File: config.mk
export PLATFORM = sky130hd
export DESIGN_NAME = prime_factorizer_unit
export DESIGN_NICKNAME = d
export VERILOG_FILES = /design/src/rtl/pfu_pkg.sv /design/src/rtl/pfu_div.sv /design/src/rtl/pfu_dp.sv /design/src/rtl/pfu_ctrl.sv /design/src/rtl/prime_factorizer_unit.sv
export SDC_FILE = /design/constraint.sdc
export NUM_CORES = 1
export LEC_CHECK = 0
export CAP_MARGIN = 20
export CORE_UTILIZATION = 45
export CTS_CLUSTER_DIAMETER = 100
export DETAILED_ROUTE_END_ITERATION = 10
export DONT_BUFFER_PORTS = 1
export PLACE_DENSITY = 0.61
export SETUP_SLACK_MARGIN = 0.1
export SLEW_MARGIN = 20
export SYNTH_ARGS = -nofsm -noshare
export SYNTH_HDL_FRONTEND = slang
export SYNTH_SLANG_ARGS = --single-unit
export TNS_END_PERCENT = 20
File: constraint.sdc
create_clock -name clk -period 6.3 [get_ports clk]
set_clock_uncertainty 0.1 [all_clocks]
set_input_delay 1.575 -clock clk [delete_from_list [all_inputs] [get_ports clk]]
set_output_delay 1.575 -clock clk [all_outputs]
set_load 0.02 [all_outputs]
File: src/rtl/pfu_pkg.sv
// pfu_pkg: widths, limits and the controller/datapath interface types of the
// prime factorizer. No dependencies; every other file of the block imports it.
package pfu_pkg;

  localparam int VALUE_BITS  = 16;
  localparam int IN_BITS     = 16;
  localparam int PRIME_BITS  = 16;
  localparam int EXP_BITS    = 12;
  localparam int IDX_BITS    = 3;
  localparam int SCALE_BITS  = 8;
  localparam int MAX_RESULTS = 6;

  // trial divisors never pass sqrt of the largest value plus one
  localparam int DIV_BITS  = VALUE_BITS / 2 + 1;
  localparam int MULT_BITS = $clog2(VALUE_BITS + 1);
  localparam int PROD_BITS = MULT_BITS + SCALE_BITS;
  localparam int STEP_BITS = $clog2(VALUE_BITS + 1);

  localparam logic [EXP_BITS-1:0]   EXP_MAX       = '1;
  localparam logic [SCALE_BITS-1:0] SCALE_RESET   = SCALE_BITS'(1);
  localparam logic [DIV_BITS-1:0]   FIRST_DIVISOR = DIV_BITS'(2);

  typedef struct packed {
    logic load;
    logic div_start;
    logic take_quot;
    logic step_d;
    logic emit_fac;
    logic emit_rem;
  } pfu_cmd_t;

  typedef struct packed {
    logic in_small;
    logic loop_ok;
    logic rem_ok;
    logic div_done;
    logic rem_zero;
    logic mult_nz;
    logic out_free;
  } pfu_status_t;

endpackage

File: src/rtl/pfu_div.sv
// pfu_div: bit-serial restoring divider, one quotient bit per cycle.
// Depends on pfu_pkg for the dividend and divisor widths.
module pfu_div
  import pfu_pkg::*;
(
  input  logic                  clk,
  input  logic                  rst,
  input  logic                  start,
  input  logic [VALUE_BITS-1:0] dividend,
  input  logic [DIV_BITS-1:0]   divisor,
  output logic [VALUE_BITS-1:0] quotient,
  output logic [DIV_BITS-1:0]   remainder,
  output logic                  done
);

  logic [DIV_BITS-1:0]   acc;
  logic [VALUE_BITS-1:0] quo;
  logic [STEP_BITS-1:0]  cnt;
  logic [DIV_BITS:0]     trial;
  logic [DIV_BITS:0]     diff;
  logic                  fits;
  logic [DIV_BITS-1:0]   acc_next;

  assign trial = {acc, quo[VALUE_BITS-1]};
  assign fits  = trial >= {1'b0, divisor};
  assign diff  = trial - {1'b0, divisor};
  // when the divisor does not fit, trial is below it and its top bit is zero
  assign acc_next = fits ? diff[DIV_BITS-1:0] : trial[DIV_BITS-1:0];

  always_ff @(posedge clk) begin
    if (rst) begin
      cnt  <= '0;
      done <= 1'b0;
    end else begin
      done <= 1'b0;
      if (start) begin
        cnt <= STEP_BITS'(VALUE_BITS);
      end else if (cnt != '0) begin
        cnt <= cnt - STEP_BITS'(1);
        if (cnt == STEP_BITS'(1)) begin
          done <= 1'b1;
        end
      end
    end
  end

  always_ff @(posedge clk) begin
    if (start) begin
      acc <= '0;
      quo <= dividend;
    end else if (cnt != '0) begin
      acc <= acc_next;
      quo <= {quo[VALUE_BITS-2:0], fits};
    end
  end

  assign quotient  = quo;
  assign remainder = acc;

endmodule

File: src/rtl/pfu_dp.sv
// pfu_dp: datapath of the factorizer - residue, trial divisor, multiplicity,
// run count, power register, divider and output register. Uses pfu_pkg, pfu_div.
module pfu_dp
  import pfu_pkg::*;
(
  input  logic                  clk,
  input  logic                  rst,
  input  pfu_cmd_t              cmd,
  output pfu_status_t           status,
  input  logic [IN_BITS-1:0]    value,
  input  logic                  cfg_en,
  input  logic [SCALE_BITS-1:0] cfg_data,
  input  logic                  out_ready,
  output logic                  out_valid,
  output logic [PRIME_BITS-1:0] prime,
  output logic [EXP_BITS-1:0]   exponent,
  output logic [IDX_BITS-1:0]   factor_index,
  output logic                  last
);

  logic [VALUE_BITS-1:0]   n;
  logic [DIV_BITS-1:0]     d;
  logic [IDX_BITS-1:0]     count;
  logic [MULT_BITS-1:0]    mult;
  logic [SCALE_BITS-1:0]   power_scale;

  logic [VALUE_BITS-1:0]   value_in;
  logic [2*DIV_BITS-1:0]   dsq;
  logic [2*DIV_BITS-1:0]   n_ext;
  logic                    count_ok;
  logic [VALUE_BITS-1:0]   quotient;
  logic [DIV_BITS-1:0]     remainder;
  logic                    div_done;

  logic [MULT_BITS-1:0]    mult_sel;
  logic [PROD_BITS-1:0]    prod;
  logic [PROD_BITS-1:0]    scaled;
  logic [EXP_BITS-1:0]     exp_sat;
  logic [PRIME_BITS-1:0]   prime_sel;
  logic                    last_sel;
  logic                    emit;

  pfu_div u_div (
    .clk       (clk),
    .rst       (rst),
    .start     (cmd.div_start),
    .dividend  (n),
    .divisor   (d),
    .quotient  (quotient),
    .remainder (remainder),
    .done      (div_done)
  );

  assign value_in = VALUE_BITS'(value);
  assign dsq      = d * d;
  assign n_ext    = (2*DIV_BITS)'(n);
  assign count_ok = count < IDX_BITS'(MAX_RESULTS);

  assign status.in_small = value_in <= VALUE_BITS'(1);
  assign status.loop_ok  = (dsq <= n_ext) && count_ok;
  assign status.rem_ok   = (n > VALUE_BITS'(1)) && count_ok;
  assign status.div_done = div_done;
  assign status.rem_zero = remainder == '0;
  assign status.mult_nz  = mult != '0;
  assign status.out_free = !out_valid || out_ready;

  always_ff @(posedge clk) begin
    if (cmd.load) begin
      n     <= value_in;
      d     <= FIRST_DIVISOR;
      count <= '0;
      mult  <= '0;
    end else begin
      if (cmd.take_quot) begin
        n    <= quotient;
        mult <= mult + MULT_BITS'(1);
      end
      if (cmd.step_d) begin
        d <= d + DIV_BITS'(1);
      end
      if (cmd.emit_fac) begin
        d     <= d + DIV_BITS'(1);
        mult  <= '0;
        count <= count + IDX_BITS'(1);
      end
    end
  end

  always_ff @(posedge clk) begin
    if (rst) begin
      power_scale <= SCALE_RESET;
    end else if (cfg_en) begin
      power_scale <= cfg_data;
    end
  end

  // a leftover residue above one is always a single prime
  assign mult_sel  = cmd.emit_rem ? MULT_BITS'(1) : mult;
  assign prod      = mult_sel * power_scale;
  assign scaled    = (power_scale > SCALE_BITS'(1)) ? prod : PROD_BITS'(mult_sel);
  assign exp_sat   = (scaled > PROD_BITS'(EXP_MAX)) ? EXP_MAX : scaled[EXP_BITS-1:0];
  assign prime_sel = cmd.emit_rem ? PRIME_BITS'(n) : PRIME_BITS'(d);
  // leftover residue, residue down to one, or the run is full: nothing follows this factor
  assign last_sel  = cmd.emit_rem || (n == VALUE_BITS'(1)) ||
                     (count == IDX_BITS'(MAX_RESULTS - 1));
  assign emit      = cmd.emit_fac || cmd.emit_rem;

  always_ff @(posedge clk) begin
    if (rst) begin
      out_valid <= 1'b0;
    end else if (emit) begin
      out_valid <= 1'b1;
    end else if (out_ready) begin
      out_valid <= 1'b0;
    end
  end

  always_ff @(posedge clk) begin
    if (emit) begin
      prime        <= prime_sel;
      exponent     <= exp_sat;
      factor_index <= count;
      last         <= last_sel;
    end
  end

endmodule

File: src/rtl/pfu_ctrl.sv
// pfu_ctrl: sequencer of the trial-division loop; drives datapath commands
// from datapath status. Uses pfu_pkg for the command and status structs.
module pfu_ctrl
  import pfu_pkg::*;
(
  input  logic        clk,
  input  logic        rst,
  input  logic        in_valid,
  output logic        in_ready,
  input  pfu_status_t status,
  output pfu_cmd_t    cmd
);

  typedef enum logic [5:0] {
    S_IDLE  = 6'b000001,
    S_TEST  = 6'b000010,
    S_START = 6'b000100,
    S_DIV   = 6'b001000,
    S_EMIT  = 6'b010000,
    S_LAST  = 6'b100000
  } pfu_state_t;

  pfu_state_t state;
  pfu_state_t state_next;

  assign in_ready = state == S_IDLE;

  always_comb begin
    cmd        = '0;
    state_next = state;
    case (state)
      S_IDLE: begin
        if (in_valid) begin
          cmd.load   = 1'b1;
          state_next = status.in_small ? S_IDLE : S_TEST;
        end
      end
      S_TEST: begin
        if (status.loop_ok) begin
          state_next = S_START;
        end else if (status.rem_ok) begin
          state_next = S_LAST;
        end else begin
          state_next = S_IDLE;
        end
      end
      S_START: begin
        cmd.div_start = 1'b1;
        state_next    = S_DIV;
      end
      S_DIV: begin
        if (status.div_done) begin
          if (status.rem_zero) begin
            // divides evenly: keep the quotient and try the same divisor again
            cmd.take_quot = 1'b1;
            state_next    = S_START;
          end else if (status.mult_nz) begin
            state_next = S_EMIT;
          end else begin
            cmd.step_d = 1'b1;
            state_next = S_TEST;
          end
        end
      end
      S_EMIT: begin
        if (status.out_free) begin
          cmd.emit_fac = 1'b1;
          state_next   = S_TEST;
        end
      end
      S_LAST: begin
        if (status.out_free) begin
          cmd.emit_rem = 1'b1;
          state_next   = S_IDLE;
        end
      end
      default: begin
        state_next = S_IDLE;
      end
    endcase
  end

  always_ff @(posedge clk) begin
    if (rst) begin
      state <= S_IDLE;
    end else begin
      state <= state_next;
    end
  end

endmodule

File: src/rtl/prime_factorizer_unit.sv
// prime_factorizer_unit: top level of the trial-division prime factorizer.
// Joins pfu_ctrl and pfu_dp; uses pfu_pkg.
//
// Input channel: in_valid/in_ready carry one value per beat. The block takes
// a value only while idle and works on one value at a time.
// Output channel: out_valid/out_ready carry one beat per distinct prime factor,
// ascending, with its exponent (scaled by power_scale when above one, capped at
// 4095), its factor_index from 0 and last set on the final beat of the run.
// A value of 0 or 1 gives no beats and the block is ready again the next cycle.
// Timing: every trial divisor from 2 up to sqrt of the residue costs one
// pass of the bit-serial divider plus the S_TEST and S_START sequencing;
// each repeated division by a found factor costs another S_START and divider
// pass, each result an S_EMIT or S_LAST step. A 16-bit prime near 65535 takes
// longest, as every divisor up to its root is tried. The shared divider sets the pace.
// Output register: the block keeps working while a finished beat waits; when
// the receiver stalls with a beat still held, it waits at the next result.
// Configuration: cfg_en writes cfg_data into power_scale at once; write only
// while idle. Reset (rst, synchronous) sets power_scale to 1 and drops
// out_valid; in_ready is high from the first cycle after reset.
module prime_factorizer_unit
  import pfu_pkg::*;
(
  input  logic                  clk,
  input  logic                  rst,
  input  logic                  in_valid,
  output logic                  in_ready,
  input  logic [IN_BITS-1:0]    value,
  output logic                  out_valid,
  input  logic                  out_ready,
  output logic [PRIME_BITS-1:0] prime,
  output logic [EXP_BITS-1:0]   exponent,
  output logic [IDX_BITS-1:0]   factor_index,
  output logic                  last,
  input  logic                  cfg_en,
  input  logic [SCALE_BITS-1:0] cfg_data
);

  pfu_cmd_t    cmd;
  pfu_status_t status;

  pfu_ctrl u_ctrl (
    .clk      (clk),
    .rst      (rst),
    .in_valid (in_valid),
    .in_ready (in_ready),
    .status   (status),
    .cmd      (cmd)
  );

  pfu_dp u_dp (
    .clk          (clk),
    .rst          (rst),
    .cmd          (cmd),
    .status       (status),
    .value        (value),
    .cfg_en       (cfg_en),
    .cfg_data     (cfg_data),
    .out_ready    (out_ready),
    .out_valid    (out_valid),
    .prime        (prime),
    .exponent     (exponent),
    .factor_index (factor_index),
    .last         (last)
  );

endmodule

## After elaboration in Yosys (flattened, before gate mapping)

Index checks and enable logic that the tools add are counted.

- Register bits after elaboration: 111
- Output and inout bits: 34
- Word-level logic and storage cells: 99

- $add $sub $neg: 5
- $mul: 2
- $lt $le $gt $ge: 7
- Eq/ne operators: 13
- Mux-type cells: 36
- Bitwise gates (word level): 1
- Reduce and logical (&&, ||, !) cells: 18

Operators by type and width:

| cell | count |
|---|---|
| two-way mux 16 bit | 4 |
| two-way mux 6 bit | 6 |
| two-way mux 9 bit | 4 |
| case mux 6 bit (6 select lines) | 1 |
| two-way mux 5 bit | 5 |
| less-or-equal comparator 18 x 16 -> 1 bit | 1 |
| multiplier 9 x 9 -> 18 bit | 1 |
| == test 16 x 1 -> 1 bit (second input constant) | 1 |
| > comparator 16 x 1 -> 1 bit (second input constant) | 1 |
| less-or-equal comparator 16 x 1 -> 1 bit (second input constant) | 1 |
| > comparator 13 x 12 -> 1 bit (second input constant) | 1 |
| multiplier 5 x 8 -> 13 bit | 1 |
| two-way mux 13 bit | 1 |
| two-way mux 1 bit | 12 |
| >= comparator 10 x 9 -> 1 bit | 1 |
| nonzero test 5 bit | 2 |
| adder 9 x 1 -> 9 bit (second input constant) | 1 |
| logical NOT 9 bit | 1 |
| subtractor 9 bit | 1 |
| > comparator 8 x 1 -> 1 bit (second input constant) | 1 |
| nonzero test 2 bit | 4 |
| == test 6 x 1 -> 1 bit (second input constant) | 1 |
| == test 6 x 2 -> 1 bit (second input constant) | 1 |
| == test 6 x 3 -> 1 bit (second input constant) | 1 |
| other kinds (19) | 28 |

## Logic depth before layout (Yosys ltp)

- Word-level depth: 8
- Mapped depth: 25
- Gate-level depth less buffers: 24

## Hierarchy

A second synthesis with hierarchy kept.

- Cells, all modules: 961
- Area, all modules: 9213.8 um2

By module, submodules not included:

| module | times used | cells each | area an instance (um2) |
|---|---|---|---|
| pfu_dp | 1 | 728 | 6917.9 |
| pfu_div | 1 | 174 | 1843.0 |
| pfu_ctrl | 1 | 59 | 452.9 |

## Worst setup path after synthesis

OpenSTA, ideal clock, no wires.

- Path kind: input to register
- Start point: in out_ready
- End point: reg u_dp.exponent[4] (data pin)
- Data arrival time: 5.808 ns
- Data required time: 5.929 ns
- Slack: 0.121 ns
- Stages on the path: 16
- Path buffers: 2
- Cells stage by stage: nand2b_1 > nand3_1 > clkbuf_1 > nand3_1 > fa_1 > fa_1 > fa_1 > inv_1 > ha_1 > nor2b_1 > o31a_1 > o31a_1 > o31ai_1 > xnor2_1 > clkbuf_1 > a31oi_1

- Longest elaborated chain between the ends: 7

RTL lines:

| what | line | text |
|---|---|---|
| start, declared | prime_factorizer_unit.sv:29 | `input logic out_ready,` |
| logical OR 1 bit * | pfu_dp.sv:65 | `assign status.out_free = !out_valid \|\| out_ready;` |
| two-way mux 1 bit * | pfu_ctrl.sv:72 | `if (status.out_free) begin` |
| two-way mux 1 bit * | pfu_ctrl.sv:31 | `case (state)` |
| two-way mux 5 bit * | pfu_dp.sv:98 | `assign mult_sel = cmd.emit_rem ? MULT_BITS'(1) : mult;` |
| multiplier 5 x 8 -> 13 bit | pfu_dp.sv:99 | `assign prod = mult_sel * power_scale;` |
| two-way mux 13 bit * | pfu_dp.sv:100 | `assign scaled = (power_scale > SCALE_BITS'(1)) ? prod : PROD_BITS'(mult_sel);` |
| > comparator 13 x 12 -> 1 bit | pfu_dp.sv:101 | `assign exp_sat = (scaled > PROD_BITS'(EXP_MAX)) ? EXP_MAX : scaled[EXP_BITS-1:0];` |
| end signal, assigned | pfu_dp.sv:121 | `exponent <= exp_sat;` |
| end, declared | pfu_dp.sv:16 | `output logic [EXP_BITS-1:0] exponent,` |

Every way passes the cells marked *; elsewhere a longest branch is shown, timed or not.
A chain may end at the register's enable or synchronous reset.

## Final worst setup path

- Start point: reg u_dp.d[1]
- End point: reg u_ctrl.state[0]

- Longest elaborated chain between the ends: 5

RTL lines:

| what | line | text |
|---|---|---|
| start, declared | pfu_dp.sv:22 | `logic [DIV_BITS-1:0] d;` |
| start signal, assigned | pfu_dp.sv:79 | `d <= d + DIV_BITS'(1);` |
| start signal, assigned | pfu_dp.sv:82 | `d <= d + DIV_BITS'(1);` |
| multiplier 9 x 9 -> 18 bit | pfu_dp.sv:55 | `assign dsq = d * d;` |
| less-or-equal comparator 18 x 16 -> 1 bit | pfu_dp.sv:60 | `assign status.loop_ok = (dsq <= n_ext) && count_ok;` |
| logical AND 1 bit | pfu_dp.sv:60 |  |
| two-way mux 6 bit | pfu_ctrl.sv:39 | `if (status.loop_ok) begin` |
| case mux 6 bit (6 select lines) | pfu_ctrl.sv:31 |  |
| end signal, assigned | pfu_ctrl.sv:87 | `state <= state_next;` |
| end, declared | pfu_ctrl.sv:23 | `pfu_state_t state;` |

No other way between the ends.

==> impl_metrics.toml <==
[outcome]
outcome = "complete, no violations"

[power_and_ir_drop]
power.share.combinational_pct = 35.8
power_density_mw_per_mm2 = 268.6
swShare_pct = 37.63
power_leakage_uw = 0.004479
p_seq_share_pct = 43.3
ir_drop_v = 0.0002132
p_sw_uw = 995.0
intPower_uw = 1649
clkPwrFrac_pct = 20.9

[placed_design]
port_buffers = 0
routabilityCongestion = 0.8495
placed_cell_area_mm2 = 0.009455
dpl.hpwl_mm = 16.94

[clock_network]
root_buffer = "clkbuf_16"
htreeDepth = 3
cts_buffer_depth = 2
insertion_delay_ps = 360
cts_sinks = 111
clkTransAtPathRegs_ps = 80
cts_buffers = 9
hold_buffers = 0
cts_tree = "done"

[synth]
ys_seq_elements = 111
ys_warn_count = 0
synth_edf_count = 64
ys.flop_type = "edfxtp_1"
synth_nets = 1187
ys_seq_area_share_pct = 31.60
ys_async_sr_fraction_pct = 0
ys_types = 62
synth_cells = 1014
syn_area_per_cell_um2 = 8.934
mappedNetlistArea_mm2 = 0.009059

[critical_path]
slowest_stage = "fa_1"
required_ps = 6430
path_cells = "clkinvlp_4 -> buf_4 -> nor2_1 -> inv_1 -> fa_1 -> inv_1 -> fa_1 -> fa_1 -> inv_1 -> fa_1 -> inv_1 -> ha_1 -> a21o_1 -> a21oi_2 -> o21ai_0 -> a21oi_1 -> xnor2_1 -> ha_1 -> and4_1 -> nand3_1 -> or4_1 -> a21oi_2 -> a31oi_1"
crit_type = "reg -> reg"
cp_max_fo = 6
cp.arrival_ps = 6040
cp_slowest_stage_delay_ps = 550
endpoint_kind = "register"
worstRegToRegCells = 23
start_kind = "register"

[sta]
fin_crit_sh_pct = 93.94
timing.setup.tns_ps = 0
max_freq_mhz = 169.0
worst_slew_pin_slew_ps = 814.1
fin_crit_ps = 5918
hold_violations = 0
setup_violations = 0
timing.hold.ws_ps = 426.4
rsz0062_at_grt = "no"
drv_slew = 0
max-slew-margin-rel_pct = 45.59

[routing]
route.vias.total = 7107
detail_route.wirelength_mm = 21.32
drt_first_iter_violations = 364
vias_per_cell = 5.488
drcViolationCount = 0
postRouteAntennaNets = 0
routedWlPerCell_um = 16.46
firstDrtPassIters = 5

[floorplan]
start_util_pct = 46.24
die_h_um = 143.9
die-area_mm2 = 0.02070
rows = 51
ios = 63
core_area_mm2 = 0.01959
die_x_um = 143.9

[layout]
fillers = 1873
area_growth_pct = 8.646
drive_gt1_share_pct = 7.864
fin_area_mm2 = 0.009842
layout.area.seq_mm2 = 0.002868
layout.nets = 1198
multi_input_area_mm2 = 0.005603
diodes = 0

[global_routing]
globalRouteTotalUtil_pct = 21.82
antenna_found_initial = 0
grt_max_degree = 39
gr-total-overflow = 0
grt_pass1_wl_mm = 34.97
first_global_vias = 6910

[hold_path]
holdPathStages = 2
min_path_type = "reg -> reg"

[flow_run]
maxCapViolations = 0
## kinds of logic after synthesis
group / count (synthesis) / share of synthesized area (%)
and+or+nand+nor: 349 / 18.52
DFF: 111 / 31.60
adders and majority gates: 144 / 24.45
buffers and inverters: 168 / 7.003
muxes: 15 / 1.699
xor gates and xnor gates: 39 / 3.771
AOI/OAI and AO/OA: 188 / 12.96
## power groups by stage
stage	clock, µW	combinational (µW)	sequential, µW
after global placement	0	937	1160
after global routing	599	1080	1160
final	554	945	1140
after floorplan	0	739	1110
after detailed placement	0	951	1160
after CTS	568	951	1140
## through the flow
step	instances	total power, µW	util, %	setup WS [ps]
after CTS	1287	2661	49.68	124.9
after global placement	1271	2093	48.27	197.9
after global routing	1295	2840	50.24	107.8
after floorplan	1014	1846	-	120.9
after detailed placement	1271	2108	48.27	89.04
final	1295	2644	50.24	381.9
## registers in the layout, summed over array words and instances (netlist names), 6 cells and up
signal                count
u_dp.u_div.remainder      9
u_ctrl.state              6
u_dp.exponent            12
u_dp.u_div.quotient      16
u_dp.n                   16
u_dp.prime               16
u_dp.power_scale          8
u_dp.d                    9
## synth_stat cells, types with 3 or more instances
library cell	n	area (µm²)
nor4_1	13	81.33
inv_1	128	480.5
o21ai_0	58	290.3
or4_1	3	22.52
nand2_1	110	412.9
o21bai_1	3	22.52
a221o_1	3	30.03
or2_2	3	18.77
xor2_1	14	122.6
a211oi_1	9	67.56
and4_1	3	26.28
o21a_1	9	67.56
xnor2_1	25	219.0
o22ai_1	4	25.02
nor2_1	95	356.6
o211ai_1	4	30.03
nand4_1	10	62.56
buf_2	3	15.01
o31a_1	6	52.55
ha_1	89	1114
fa_1	55	1101
dfxtp_1	47	940.9
a31oi_1	6	37.54
o31ai_1	5	37.54
nand3b_1	5	37.54
mux2i_1	12	120.1
mux2_2	3	33.78
or3_1	5	31.28
nand2b_1	5	31.28
clkinv_1	6	22.52
and2_1	3	18.77
nand3_1	36	180.2
nor2b_1	13	81.33
and3_1	18	112.6
a21o_1	11	82.58
a21oi_1	52	260.3
edfxtp_1	64	1922
clkbuf_1	30	112.6
nor3_1	18	90.09
## critical path, delay by kind of cell (launching register included)
kind | cells | cell delay (ps)
buffers and inverters | 6 | 600
adder cells (fa/ha/maj) | 6 | 2610
XOR/XNOR | 1 | 100
AO/OA/AOI/OAI | 6 | 1080
flip-flops | 1 | 380
AND/OR/NAND/NOR | 4 | 940
## metal layers
metal	track usage (%)	share of wire [%]
met4	6.887	1.7
met3	3.565	4.5
met5	0	0
met1	30.51	50
met2	34.22	44
## path summary, 6_finish.rpt
check,from,endpoint,slack (ps)
min,u_dp.u_div.remainder[1],u_dp.u_div.remainder[1],430
min reg2reg,u_dp.u_div.remainder[1],u_dp.u_div.remainder[1],430
max,u_dp.d[1],u_ctrl.state[0],380
max reg2reg,u_dp.d[1],u_ctrl.state[0],380
## what timing repair did
item,CTS,global route
pin swaps,0,2
endpoints found under the hold margin,0,0
setup endpoints to repair,3,3
buffers inserted,0,8
cloned,0,0
gates resized for setup,1,17
## layout make-up
class                   count  share of cell area [%]
flip-flops and latches    111                   29.14
clock buffers              11                   2.466
clock inverters             5                  0.3178
inverters                 135                   5.263
multi-input cells         735                   56.93
repair buffers             33                   2.517
well taps                 265                   3.369
## cell usage in the layout, fill, tap and decap left out, types with 9 or more instances in the layout
cell type and instances:
buf_4 33, a21o_1 11, mux2i_1 12, fa_1 55
xnor2_1 25, nand3_1 36, and3_1 18, nand4_1 10
a21oi_1 50, nor3_1 18, clkbuf_16 9, edfxtp_1 64
xor2_1 14, o21a_1 9, inv_1 127, nor4_1 13
nor2b_1 13, o21ai_0 56, nor2_1 91, nand2_1 110
dfxtp_1 43, ha_1 89
Power figures use the tool's default switching activity.
